File: src/hw/rtl/rig_pkg.sv
// Shared types and constants for the radical inverse generator.
// Used by rig_cell and radical_inverse_generator; depends on nothing.
package rig_pkg;

  localparam int SAMPLE_W = 24;
  localparam int FRAC_W   = 32;
  localparam int RADIX_W  = 5;
  localparam int DIGIT_W  = 4;

  localparam logic [RADIX_W-1:0] RADIX_MIN   = 5'd2;
  localparam logic [RADIX_W-1:0] RADIX_MAX   = 5'd16;
  localparam logic [RADIX_W-1:0] RADIX_RESET = 5'd2;

  typedef struct packed {
    logic valid;
    logic carry;
  } up_msg_t;

  typedef struct packed {
    logic valid;
    logic sel;
    logic bit_q;
  } dn_msg_t;

  typedef enum logic [3:0] {
    ST_IDLE = 4'b0001,
    ST_CONV = 4'b0010,
    ST_DIV  = 4'b0100,
    ST_WAIT = 4'b1000
  } state_t;

endpackage

File: src/hw/rtl/rig_cell.sv
// One digit cell of the chain: converts binary to base-b digits on the up path
// and runs one bit-serial long-division step per cycle on the down path. Uses rig_pkg.
module rig_cell (
  input  logic                          clk,
  input  logic                          rst_n,
  input  logic                          clr,
  input  logic [rig_pkg::RADIX_W-1:0]   base,
  input  rig_pkg::up_msg_t              up_in,
  output rig_pkg::up_msg_t              up_out,
  input  rig_pkg::dn_msg_t              dn_in,
  output rig_pkg::dn_msg_t              dn_out
);

  logic [rig_pkg::DIGIT_W-1:0] digit_r, digit_nxt;
  logic [rig_pkg::DIGIT_W-1:0] rem_r, rem_nxt;
  rig_pkg::up_msg_t            up_r, up_nxt;
  rig_pkg::dn_msg_t            dn_r, dn_nxt;
  logic [rig_pkg::DIGIT_W-1:0] operand;
  logic                        in_bit;
  logic [rig_pkg::RADIX_W-1:0] trial;
  logic                        ge;
  logic [rig_pkg::RADIX_W-1:0] diff;

  always_comb begin
    operand = up_in.valid ? digit_r : rem_r;
    if (up_in.valid) begin
      in_bit = up_in.carry;
    end else if (dn_in.sel) begin
      in_bit = digit_r[rig_pkg::DIGIT_W-1];
    end else begin
      in_bit = dn_in.bit_q;
    end
    trial = {operand, in_bit};
    ge    = (trial >= base);
    diff  = ge ? (trial - base) : trial;

    digit_nxt = digit_r;
    rem_nxt   = rem_r;
    if (clr) begin
      digit_nxt = '0;
      rem_nxt   = '0;
    end else if (up_in.valid) begin
      digit_nxt = diff[rig_pkg::DIGIT_W-1:0];
    end else if (dn_in.valid) begin
      rem_nxt = diff[rig_pkg::DIGIT_W-1:0];
      if (dn_in.sel) begin
        digit_nxt = {digit_r[rig_pkg::DIGIT_W-2:0], 1'b0};
      end
    end

    up_nxt.valid = up_in.valid;
    up_nxt.carry = up_in.valid & ge;
    dn_nxt.valid = dn_in.valid;
    dn_nxt.sel   = dn_in.valid & dn_in.sel;
    dn_nxt.bit_q = dn_in.valid & ge;
  end

  always_ff @(posedge clk) begin
    digit_r <= digit_nxt;
    rem_r   <= rem_nxt;
    if (!rst_n) begin
      up_r <= '0;
      dn_r <= '0;
    end else begin
      up_r <= up_nxt;
      dn_r <= dn_nxt;
    end
  end

  assign up_out = up_r;
  assign dn_out = dn_r;

endmodule

File: src/hw/rtl/radical_inverse_generator.sv
// A start is taken only in idle; busy stays high while the cell chain converts and divides.
// The cell chain sets the length: base conversion first, then the skewed bit-serial division.
// Synchronous active-low reset returns the radix to 2 and the controller to idle.
// The receiver cannot stall; each result is shown for one cycle. Uses rig_pkg and rig_cell.
module radical_inverse_generator #(
  parameter int INDEX_BITS    = 24,
  parameter int FRACTION_BITS = 32
) (
  input  logic                          clk,
  input  logic                          rst_n,
  input  logic                          start,
  output logic                          busy,
  input  logic [rig_pkg::SAMPLE_W-1:0]  in_sample_index,
  output logic                          out_strobe,
  output logic [rig_pkg::FRAC_W-1:0]    out_fraction,
  input  logic                          cfg_we,
  input  logic [rig_pkg::RADIX_W-1:0]   cfg_wdata
);

  localparam int NCELLS   = INDEX_BITS;
  localparam int CONV_END = INDEX_BITS + NCELLS - 1;
  localparam int DIV_END  = FRACTION_BITS + rig_pkg::DIGIT_W - 1;
  localparam int CNT_W    = $clog2(CONV_END + DIV_END + 2);

  rig_pkg::state_t               state_r, state_nxt;
  logic [CNT_W-1:0]              cnt_r, cnt_nxt;
  logic [INDEX_BITS-1:0]         n_r, n_nxt;
  logic [FRACTION_BITS-1:0]      acc_r, acc_nxt;
  logic                          dv_prev_r;
  logic                          out_strobe_r, out_strobe_nxt;
  logic [rig_pkg::FRAC_W-1:0]    out_fraction_r, out_fraction_nxt;
  logic [rig_pkg::RADIX_W-1:0]   radix_r;
  logic [rig_pkg::RADIX_W-1:0]   base;
  logic                          accept;
  logic                          done;

  rig_pkg::up_msg_t up_link [NCELLS+1];
  rig_pkg::dn_msg_t dn_link [NCELLS+1];

  always_comb begin
    if (radix_r < rig_pkg::RADIX_MIN) begin
      base = rig_pkg::RADIX_MIN;
    end else if (radix_r > rig_pkg::RADIX_MAX) begin
      base = rig_pkg::RADIX_MAX;
    end else begin
      base = radix_r;
    end
  end

  assign accept = start && (state_r == rig_pkg::ST_IDLE);
  assign busy   = (state_r != rig_pkg::ST_IDLE);
  assign done   = (state_r == rig_pkg::ST_WAIT) && dv_prev_r && !dn_link[0].valid;

  assign up_link[0].valid = (state_r == rig_pkg::ST_CONV) && (cnt_r < CNT_W'(INDEX_BITS));
  assign up_link[0].carry = up_link[0].valid & n_r[INDEX_BITS-1];
  assign dn_link[NCELLS].valid = (state_r == rig_pkg::ST_DIV);
  assign dn_link[NCELLS].sel   = (state_r == rig_pkg::ST_DIV) &&
                                 (cnt_r < CNT_W'(rig_pkg::DIGIT_W));
  assign dn_link[NCELLS].bit_q = 1'b0;

  for (genvar i = 0; i < NCELLS; i++) begin : g_cell
    rig_cell u_cell (
      .clk    (clk),
      .rst_n  (rst_n),
      .clr    (accept),
      .base   (base),
      .up_in  (up_link[i]),
      .up_out (up_link[i+1]),
      .dn_in  (dn_link[i+1]),
      .dn_out (dn_link[i])
    );
  end

  always_comb begin
    state_nxt        = state_r;
    cnt_nxt          = cnt_r;
    n_nxt            = n_r;
    acc_nxt          = acc_r;
    out_strobe_nxt   = 1'b0;
    out_fraction_nxt = out_fraction_r;
    if (dn_link[0].valid) begin
      acc_nxt = {acc_r[FRACTION_BITS-2:0], dn_link[0].bit_q};
    end
    case (state_r)
      rig_pkg::ST_IDLE: begin
        if (start) begin
          n_nxt     = INDEX_BITS'(in_sample_index);
          cnt_nxt   = '0;
          state_nxt = rig_pkg::ST_CONV;
        end
      end
      rig_pkg::ST_CONV: begin
        n_nxt   = {n_r[INDEX_BITS-2:0], 1'b0};
        cnt_nxt = cnt_r + 1'b1;
        if (cnt_r == CNT_W'(CONV_END)) begin
          cnt_nxt   = '0;
          state_nxt = rig_pkg::ST_DIV;
        end
      end
      rig_pkg::ST_DIV: begin
        cnt_nxt = cnt_r + 1'b1;
        if (cnt_r == CNT_W'(DIV_END)) begin
          state_nxt = rig_pkg::ST_WAIT;
        end
      end
      rig_pkg::ST_WAIT: begin
        if (done) begin
          out_strobe_nxt   = 1'b1;
          out_fraction_nxt = rig_pkg::FRAC_W'(acc_r);
          state_nxt        = rig_pkg::ST_IDLE;
        end
      end
      default: begin
        state_nxt = rig_pkg::ST_IDLE;
      end
    endcase
  end

  always_ff @(posedge clk) begin
    cnt_r          <= cnt_nxt;
    n_r            <= n_nxt;
    acc_r          <= acc_nxt;
    out_fraction_r <= out_fraction_nxt;
    if (!rst_n) begin
      state_r      <= rig_pkg::ST_IDLE;
      dv_prev_r    <= 1'b0;
      out_strobe_r <= 1'b0;
      radix_r      <= rig_pkg::RADIX_RESET;
    end else begin
      state_r      <= state_nxt;
      dv_prev_r    <= dn_link[0].valid;
      out_strobe_r <= out_strobe_nxt;
      if (cfg_we) begin
        radix_r <= cfg_wdata;
      end
    end
  end

  assign out_strobe   = out_strobe_r;
  assign out_fraction = out_fraction_r;

endmodule
File: config.mk
export PLATFORM = sky130hd
export DESIGN_NAME = radical_inverse_generator
export DESIGN_NICKNAME = d
export VERILOG_FILES = /design/src/hw/rtl/rig_pkg.sv /design/src/hw/rtl/rig_cell.sv /design/src/hw/rtl/radical_inverse_generator.sv
export SDC_FILE = /design/constraint.sdc
export NUM_CORES = 1
export LEC_CHECK = 0
export ABC_AREA = 1
export BUFFER_PORTS_ARGS = -buffer_cell sky130_fd_sc_hd__buf_2
export CORE_ASPECT_RATIO = 1.1
export CORE_MARGIN = 2
export CORE_UTILIZATION = 30
export DETAILED_ROUTE_END_ITERATION = 16
export PLACE_DENSITY = 0.49
export REMOVE_ABC_BUFFERS = 1
export SLEW_MARGIN = 10
export SYNTH_ARGS = -nofsm -noshare
export SYNTH_HDL_FRONTEND = slang
export SYNTH_HIERARCHICAL = 1
export SYNTH_SLANG_ARGS = --single-unit
File: constraint.sdc
create_clock -name clk -period 5.1 [get_ports clk]
set_input_delay 1.53 -clock clk [delete_from_list [all_inputs] [get_ports clk]]
set_output_delay 1.53 -clock clk [all_outputs]
set_load 0.1 [all_outputs]
==> impl_metrics.ini, run 1 <==
[cts]
cts_resized = 0
numCtsBuffers = 50
postCtsHoldBufs = 0
cts.sinks = 415
clkSlewWorstSetupHoldPaths_ns = 0.06
post_cts_buffers = 0
htree_levels = 2
clk_latency_ns = 0.60
clockBufferDepth = 3
clock-root-buffer = clkbuf_16
cts_tree = done

[floorplan]
die_w_um = 274.7
core_um2 = 80060
pin_count = 67
die_y_um = 301.7
rows = 109
start_util_pct = 30.20
fp.dieArea_um2 = 82870

[route]
drcViolationCount = 0
drtIter0Drc = 873
wire_per_inst_um = 11.75
vias = 19777
ant_nets = 0
drt-total-wl_mm = 54.09
drt-vias-per-instance = 4.296
firstDrtPassIters = 6

[min_path]
min_delay_worst_endpoint = acc_r[0]
min_from = g_cell[0].u_cell/dn_out[0]
holdCritPathClass = flip-flop to flip-flop
hold_depth = 0

[sta]
finalCriticalPeriod_ns = 3.561
fin_crit_sh_pct = 69.81
fin_setup_tns_ns = 0
finClkSkew_ns = 0.03559
rsz0062_at_grt = no
hold_viol_final = 0
setup_violations = 0
worst_pin_slew_ns = 1.049
maxSlewHeadroom_pct = 29.90
slew_viol_final = 0
clock.fmax_ghz = 0.2809

[final_layout]
final_util_pct = 34.15
final_common_cell = nand2_1
layout-drive-gt1-share_pct = 9.746
area_growth_pct = 13.11
final_cell_mix = nand2_1, inv_1, dfxtp_1
diodes = 0
final_nets = 3687

[critical_path]
crit-reg2reg-launch = state_r[3]
endpoint_kind = flip-flop
required_ns = 5.59
regToRegEndpoint = g_cell[0].u_cell/rem_r[2]
rr_worst_depth = 17
crit_arrival_ns = 4.05
worstSetupStartpointType = flip-flop
crit_type = flip-flop to flip-flop
r2r_slack_ns = 1.54
cp_max_fo = 28

[grt]
grt_max_degree = 96
globalRouteTotalUtil_pct = 13.22
grt_overflow = 0
antenna_found_initial = 0
grt_pass1_vias = 19162
grt_pass1_wl_mm = 91.56

[outcome]
status = finished, final reports clean

[power]
cellLeakagePower_uw = 0.01347
ir_drop_v = 0.0003519
pwr-share-comb_pct = 21.2
p_switching_uw = 2900
p_per_area_nw_per_um2 = 332.8
pwr-share-clk_pct = 38.9
p_seq_share_pct = 39.9
internal_power_uw = 6199
swShare_pct = 31.87

[flow_run]
max_cap_violations = 0

[placement]
port-buffer-count = 66
gp_congestion = 0.7779
dp_hpwl_mm = 37.82

[yosys]
synth_area_um2 = 24170
avgSynthCellArea_um2 = 7.083
synthCells = 3413
synth_warnings = 6
==> power groups by stage <==
stage / sequential [uW] / clock [uW] / combinational (uW)
2_1_floorplan: 3680 / 0 / 1500
3_3_place_gp: 3700 / 0 / 1960
3_5_place_dp: 3700 / 0 / 1960
4_1_cts: 3630 / 3700 / 1970
5_1_grt: 3650 / 3820 / 2230
6_report: 3630 / 3540 / 1930
==> layout make-up <==
cell class | instances | area (um2)
Fill cell | 8596 | 52710
Multi-Input combinational cell | 2201 | 11850
Sequential cell | 415 | 9261
Inverter | 767 | 2887
Clock buffer | 65 | 1348
Tap cell | 1054 | 1319
Timing Repair Buffer | 74 | 392.9
Clock inverter | 28 | 281.5
==> worst max-delay path by stage <==
stage                     slack, ns                   endpoint  cells past startpoint       start
after floorplan                0.65  g_cell[0].u_cell/rem_r[0]                      5       start
after global placement         1.59  g_cell[0].u_cell/rem_r[2]                     17  state_r[3]
after global routing           1.19  g_cell[0].u_cell/rem_r[2]                     17  state_r[3]
final                          1.54  g_cell[0].u_cell/rem_r[2]                     17  state_r[3]
after detailed placement       1.60  g_cell[0].u_cell/rem_r[2]                     17  state_r[3]
after CTS                      1.56  g_cell[0].u_cell/rem_r[2]                     17  state_r[3]
==> worst max-delay path, stage by stage, from the launching register on <==
cell and delay (ns):
dfxtp_1 0.32, inv_1 0.11, nand2_2 0.12, nor2_8 0.32
inv_4 0.19, nor2_1 0.79, inv_2 0.17, or2_0 0.25
nand2_1 0.10, ha_1 0.17, inv_1 0.07, fa_1 0.39
xnor2_1 0.17, nand2_1 0.08, nand2_1 0.06, nand2_1 0.05
nand2_1 0.06, inv_1 0.04
==> registers in the layout, indices dropped and copies added, names as in the netlist <==
signal	count
n_r	24
out_strobe	1
out_fraction	32
g_cell.u_cell/dn_out	71
state_r	4
acc_r	32
dv_prev_r	1
radix_r	5
g_cell.u_cell/rem_r	96
g_cell.u_cell/up_out	46
g_cell.u_cell/digit_r	96
cnt_r	7
==> metrics by stage <==
| step | hold WS (ns) | total power (uW) | worst slack [ns] | instance area (um2) | cells |
|---|---|---|---|---|---|
| global placement | 0.4000 | 5665 | 1.593 | 25710 | 4511 |
| floorplan | 0.3855 | 5173 | 0.6453 | 23970 | 3383 |
| finish | 0.4125 | 9099 | 1.539 | 27340 | 4604 |
| global route | 0.4198 | 9705 | 1.189 | 27340 | 4604 |
| CTS | 0.4145 | 9298 | 1.560 | 27340 | 4604 |
| detailed placement | 0.3903 | 5661 | 1.596 | 25710 | 4511 |
==> layer usage <==
layer	track usage [%]	wire length [um]	vias up
li1	-	-	10769
met4	3.028	910	0
met5	0	0	-
met1	16.76	25890	8759
met3	2.190	1698	62
met2	23.32	25600	187
(Power assumes the default switching activity.)
==> inputs of run 2 (changes only) <==
- ABC_AREA: 1 -> 0
- clock period: 5.1 -> 3.7 ns (I/O delays scaled with it)
==> run 2 against run 1 <==
Critical path depth is 14 lower. Global-route usage is 0.22 points higher. Sequential cell count stayed put. Worst hold slack better by 0.019 ns. Combinational power is 38% lower. Clock skew is 0.021 ns lower. Synthesized cell count is 30% lower. Final cell count is 23% lower. Non-clock buffer count is 15 higher. Cell area is 1.5% lower. Count of clock-buffer cells in the layout is 1 higher.
==> impl_metrics.ini, run 2 <==
[outcome]
status = finished, final reports clean

[route]
wire_per_inst_um = 15.71
ant_nets = 0
vias = 17735
drt-total-wl_mm = 55.48
drt-vias-per-instance = 5.021
drtIter0Drc = 904
firstDrtPassIters = 5
drcViolationCount = 0

[power]
p_per_area_nw_per_um2 = 404.6
ir_drop_v = 0.0002900
total_power_uw = 10890
cellLeakagePower_uw = 0.01019

[grt]
grt_pass1_wl_mm = 92.67
globalRouteTotalUtil_pct = 13.44
grt_overflow = 0
grt_max_degree = 55
grt_pass1_vias = 18179
antenna_found_initial = 1

[sta]
finClkSkew_ns = 0.01502
hold_viol_final = 0
clock.fmax_ghz = 0.3139
finalCriticalPeriod_ns = 3.186
rsz0062_at_grt = no
setup_violations = 0
slew_viol_final = 0
fin_crit_sh_pct = 86.10
maxSlewHeadroom_pct = 52.36
worst_pin_slew_ns = 0.7147

[final_layout]
final_cell_mix = dfxtp_1, nand2_1, inv_1
final_nets = 2626
final_util_pct = 34.00
n_fill_cell = 8106
multiInputGateArea_um2 = 13550
layout-drive-gt1-share_pct = 22.92
final_common_cell = dfxtp_1
diodes = 0
ff_latch_area_um2 = 9260
area_growth_pct = 11.85

[flow_run]
max_cap_violations = 0

[yosys]
avgSynthCellArea_um2 = 10.01
synth_warnings = 6
synth_area_um2 = 24070
synthCells = 2404

[cts]
cts_tree = done
post_cts_buffers = 0
cts_resized = 0
htree_levels = 2
postCtsHoldBufs = 0
numCtsBuffers = 50
cts.sinks = 415
clock-root-buffer = clkbuf_16
clk_latency_ns = 0.58
clockBufferDepth = 3
clkSlewWorstSetupHoldPaths_ns = 0.06

[critical_path]
crit_path_top_delay_cell = nor4b_1
crit_type = flip-flop to primary output
r2r_slack_ns = 0.68
crit_chain = nor4b_1 > inv_1 > buf_2
rr_worst_depth = 9
cp_max_fo = 7
worstSetupStartpointType = flip-flop
regToRegEndpoint = g_cell[0].u_cell/rem_r[0]
endpoint_kind = primary output
required_ns = 2.59
max_stage_delay_ns = 0.50
crit-reg2reg-launch = state_r[1]
crit_arrival_ns = 2.08

[placement]
port-buffer-count = 66
dp_hpwl_mm = 38.91
gp_congestion = 0.8061

[min_path]
hold_depth = 0
min_from = acc_r[31]
min_delay_worst_endpoint = out_fraction[31]
holdCritPathClass = flip-flop to flip-flop

[floorplan]
die_w_um = 274.1
rows = 108
start_util_pct = 30.40
die_y_um = 301.1
fp.dieArea_um2 = 82520
core_um2 = 79190
pin_count = 67
==> run 2: area by class of cell <==
class,instances,area share [%]
Multi-Input combinational cell,1737,50.31
Sequential cell,415,34.40
Clock buffer,66,5.382
Tap cell,1045,4.857
Inverter,155,2.161
Timing Repair Buffer,89,2.101
Clock inverter,25,0.7901
==> run 2: stage by stage <==
step | setup TNS (ns) | hold slack (ns) | setup slack (ns) | instance area (um2) | cells
4_1_cts | 0 | 0.4341 | 0.5005 | 26920 | 3532
3_5_place_dp | 0 | 0.4193 | 0.6921 | 25260 | 3441
3_3_place_gp | 0 | 0.4136 | 0.8507 | 25260 | 3441
6_report | 0 | 0.4314 | 0.5143 | 26920 | 3532
2_1_floorplan | -699.60 | 0.3855 | -3.869 | 23340 | 2307
5_1_grt | 0 | 0.4426 | 0.3234 | 26920 | 3532
==> run 2: how the worst max path moves through the flow <==
stage	start	endpoint	slack (ns)
after floorplan	start	n_r[0]	-3.87
after global placement	state_r[1]	g_cell[0].u_cell/rem_r[3]	0.85
after detailed placement	state_r[1]	g_cell[0].u_cell/rem_r[0]	0.69
after CTS	state_r[0]	busy	0.50
after global routing	state_r[0]	busy	0.32
final	state_r[0]	busy	0.51
==> run 2: power by group <==
| group | switching, uW | internal [uW] |
|---|---|---|
| registers | 67.1 | 4730 |
| clock network | 2000 | 2900 |
| logic | 777 | 425 |
==> run 2: per-layer routing <==
layer	track usage [%]	vias up	share of wire [%]
li1	-	8863	-
met1	17.41	8546	48
met2	23.15	241	47
met3	1.959	85	3.0
met4	3.804	0	2.4
met5	0	-	0
==> run 2: critical path, delay by kind of cell, from the launching register on <==
| family | cells | cell delay, ns |
|---|---|---|
| flops | 1 | 0.44 |
| simple gates | 1 | 0.50 |
| buf+inv | 2 | 0.55 |
==> inputs of run 3 (changes only) <==
- CORE_UTILIZATION: 30 -> 47
- PLACE_DENSITY: 0.49 -> 0.68
==> run 3 against run 2 <==
Power up 0.37%. Combinational power about the same. Register-to-register slack better by 0.04 ns. Count of clock-buffer cells in the layout down 7. Critical path type unchanged. Highest routed layer unchanged.
==> impl_metrics.ini, run 3 (synthesis gave the netlist of run 2 again) <==
[critical_path]
cpLargestDelayFamily = buffers and inverters
crit_buf_inv = 2
regToRegEndpoint = g_cell[0].u_cell/rem_r[0]
endpoint_kind = primary output
cp_max_fo = 7
worstSetupStartpointType = flip-flop
crit_arrival_ns = 2.14
max_stage_delay_ns = 0.52
crit_chain = nor4b_1 > inv_1 > buf_2
r2r_slack_ns = 0.72
required_ns = 2.59
crit_path_top_delay_cell = nor4b_1
crit_type = flip-flop to primary output
crit-reg2reg-launch = state_r[1]
rr_worst_depth = 9

[final_layout]
n_fill_cell = 4506
final_cell_mix = dfxtp_1, nand2_1, inv_1
layout-drive-gt1-share_pct = 22.77
final_common_cell = dfxtp_1
fin_area_um2 = 26460
diodes = 0
final_nets = 2622
final_util_pct = 52.54
area_growth_pct = 9.928

[grt]
grt_pass1_wl_mm = 87.39
grt_pass1_vias = 17779
globalRouteTotalUtil_pct = 19.72
grt_util_met2_pct = 34.78
grtUsageMet1_pct = 25.06
gr-max-usage-layer = met2
antenna_found_initial = 0
grt_max_degree = 55
grt_overflow = 0
use_met3_pct = 3.026

[route]
drcViolationCount = 0
vias = 17857
drt-vias-per-instance = 5.685
wire_per_inst_um = 16.56
drt-total-wl_mm = 52.02
drtIter0Drc = 1048
firstDrtPassIters = 5
ant_nets = 0

[sta]
clock.fmax_ghz = 0.3080
maxSlewHeadroom_pct = 51.83
setup_violations = 0
finClkSkew_ns = 0.01989
fin_ws_ns = 0.4537
fin_hold_ws_ns = 0.4229
fin_crit_sh_pct = 87.74
slew_viol_final = 0
worst_pin_slew_ns = 0.7215
rsz0062_at_grt = no
finalCriticalPeriod_ns = 3.246
hold_viol_final = 0

[cts]
post_cts_buffers = 0
clk_latency_ns = 0.58
clock-root-buffer = clkbuf_16
clockBufferDepth = 3
numCtsBuffers = 45
postCtsHoldBufs = 0
cts_resized = 0
cts.sinks = 415
htree_levels = 2
clkSlewWorstSetupHoldPaths_ns = 0.06
cts_tree = done

[floorplan]
fp.dieArea_um2 = 53040
rows = 86
die_y_um = 241.4
start_util_pct = 47.80
core_um2 = 50360
pin_count = 67
die_w_um = 219.8

[flow_run]
max_cap_violations = 0

[power]
swShare_pct = 25.03
cellLeakagePower_uw = 0.01021
total_power_uw = 10930
p_seq_share_pct = 43.8
internal_power_uw = 8197
pwr-share-clk_pct = 45.3
p_per_area_nw_per_um2 = 413.2
ir_drop_v = 0.0003456
p_switching_uw = 2736
pwr-share-comb_pct = 10.9

[outcome]
status = finished, final reports clean

[placement]
post_dp_cell_area_um2 = 24810
dp_hpwl_mm = 36.31
port-buffer-count = 66
dp_slack_ns = 0.7553
gp_congestion = 0.8630

[min_path]
min_delay_worst_endpoint = out_fraction[31]
hold_depth = 0
min_from = acc_r[31]
holdCritPathClass = flip-flop to flip-flop
==> run 3: cell type report <==
cell class / instances / area (um2) / share of cell area, %
Clock inverter: 25 / 345.3 / 1.305
Timing Repair Buffer: 90 / 598.1 / 2.260
Tap cell: 660 / 825.8 / 3.121
Multi-Input combinational cell: 1737 / 13550 / 51.19
Clock buffer: 59 / 1304 / 4.927
Sequential cell: 415 / 9260 / 35.00
Inverter: 155 / 581.8 / 2.199
==> run 3: worst max path at each step <==
stage | start | endpoint | slack [ns] | cells after the start
floorplan | start | n_r[0] | -3.87 | 2
global route | state_r[0] | busy | 0.29 | 3
finish | state_r[0] | busy | 0.45 | 3
CTS | state_r[0] | busy | 0.42 | 3
global placement | state_r[1] | g_cell[0].u_cell/rem_r[0] | 0.82 | 9
detailed placement | state_r[1] | g_cell[0].u_cell/rem_r[0] | 0.76 | 9
==> run 3: per-stage QoR <==
stage          instances  TNS [ns]
6_report            3141         0
3_3_place_gp        3057         0
3_5_place_dp        3057         0
5_1_grt             3141         0
4_1_cts             3141         0
2_1_floorplan       2307   -699.60
==> run 3: worst reg2reg max path: stages (launching register included) <==
cell and delay (ns):
dfxtp_1 0.52, nand3_1 0.18, nor4b_2 0.25, buf_4 0.28, mux2_2 0.39, ha_1 0.35, and3_4 0.21, o21ai_2 0.26
nand2_1 0.20, a311oi_2 0.26
==> run 3: power groups by stage <==
stage / registers, uW / logic [uW] / clock network (uW)
5_1_grt: 4800 / 1310 / 5270
2_1_floorplan: 4870 / 859 / 0
3_3_place_gp: 4880 / 1160 / 0
3_5_place_dp: 4890 / 1190 / 0
6_report: 4790 / 1190 / 4950
4_1_cts: 4790 / 1190 / 5100
==> run 3: metal layers <==
metal	routed length [um]	part of all wire (%)	up-vias
li1	-	-	8871
met1	23790	46	8619
met2	25480	49	295
met3	1764	3.4	72
met4	983	1.9	0
met5	0	0	-
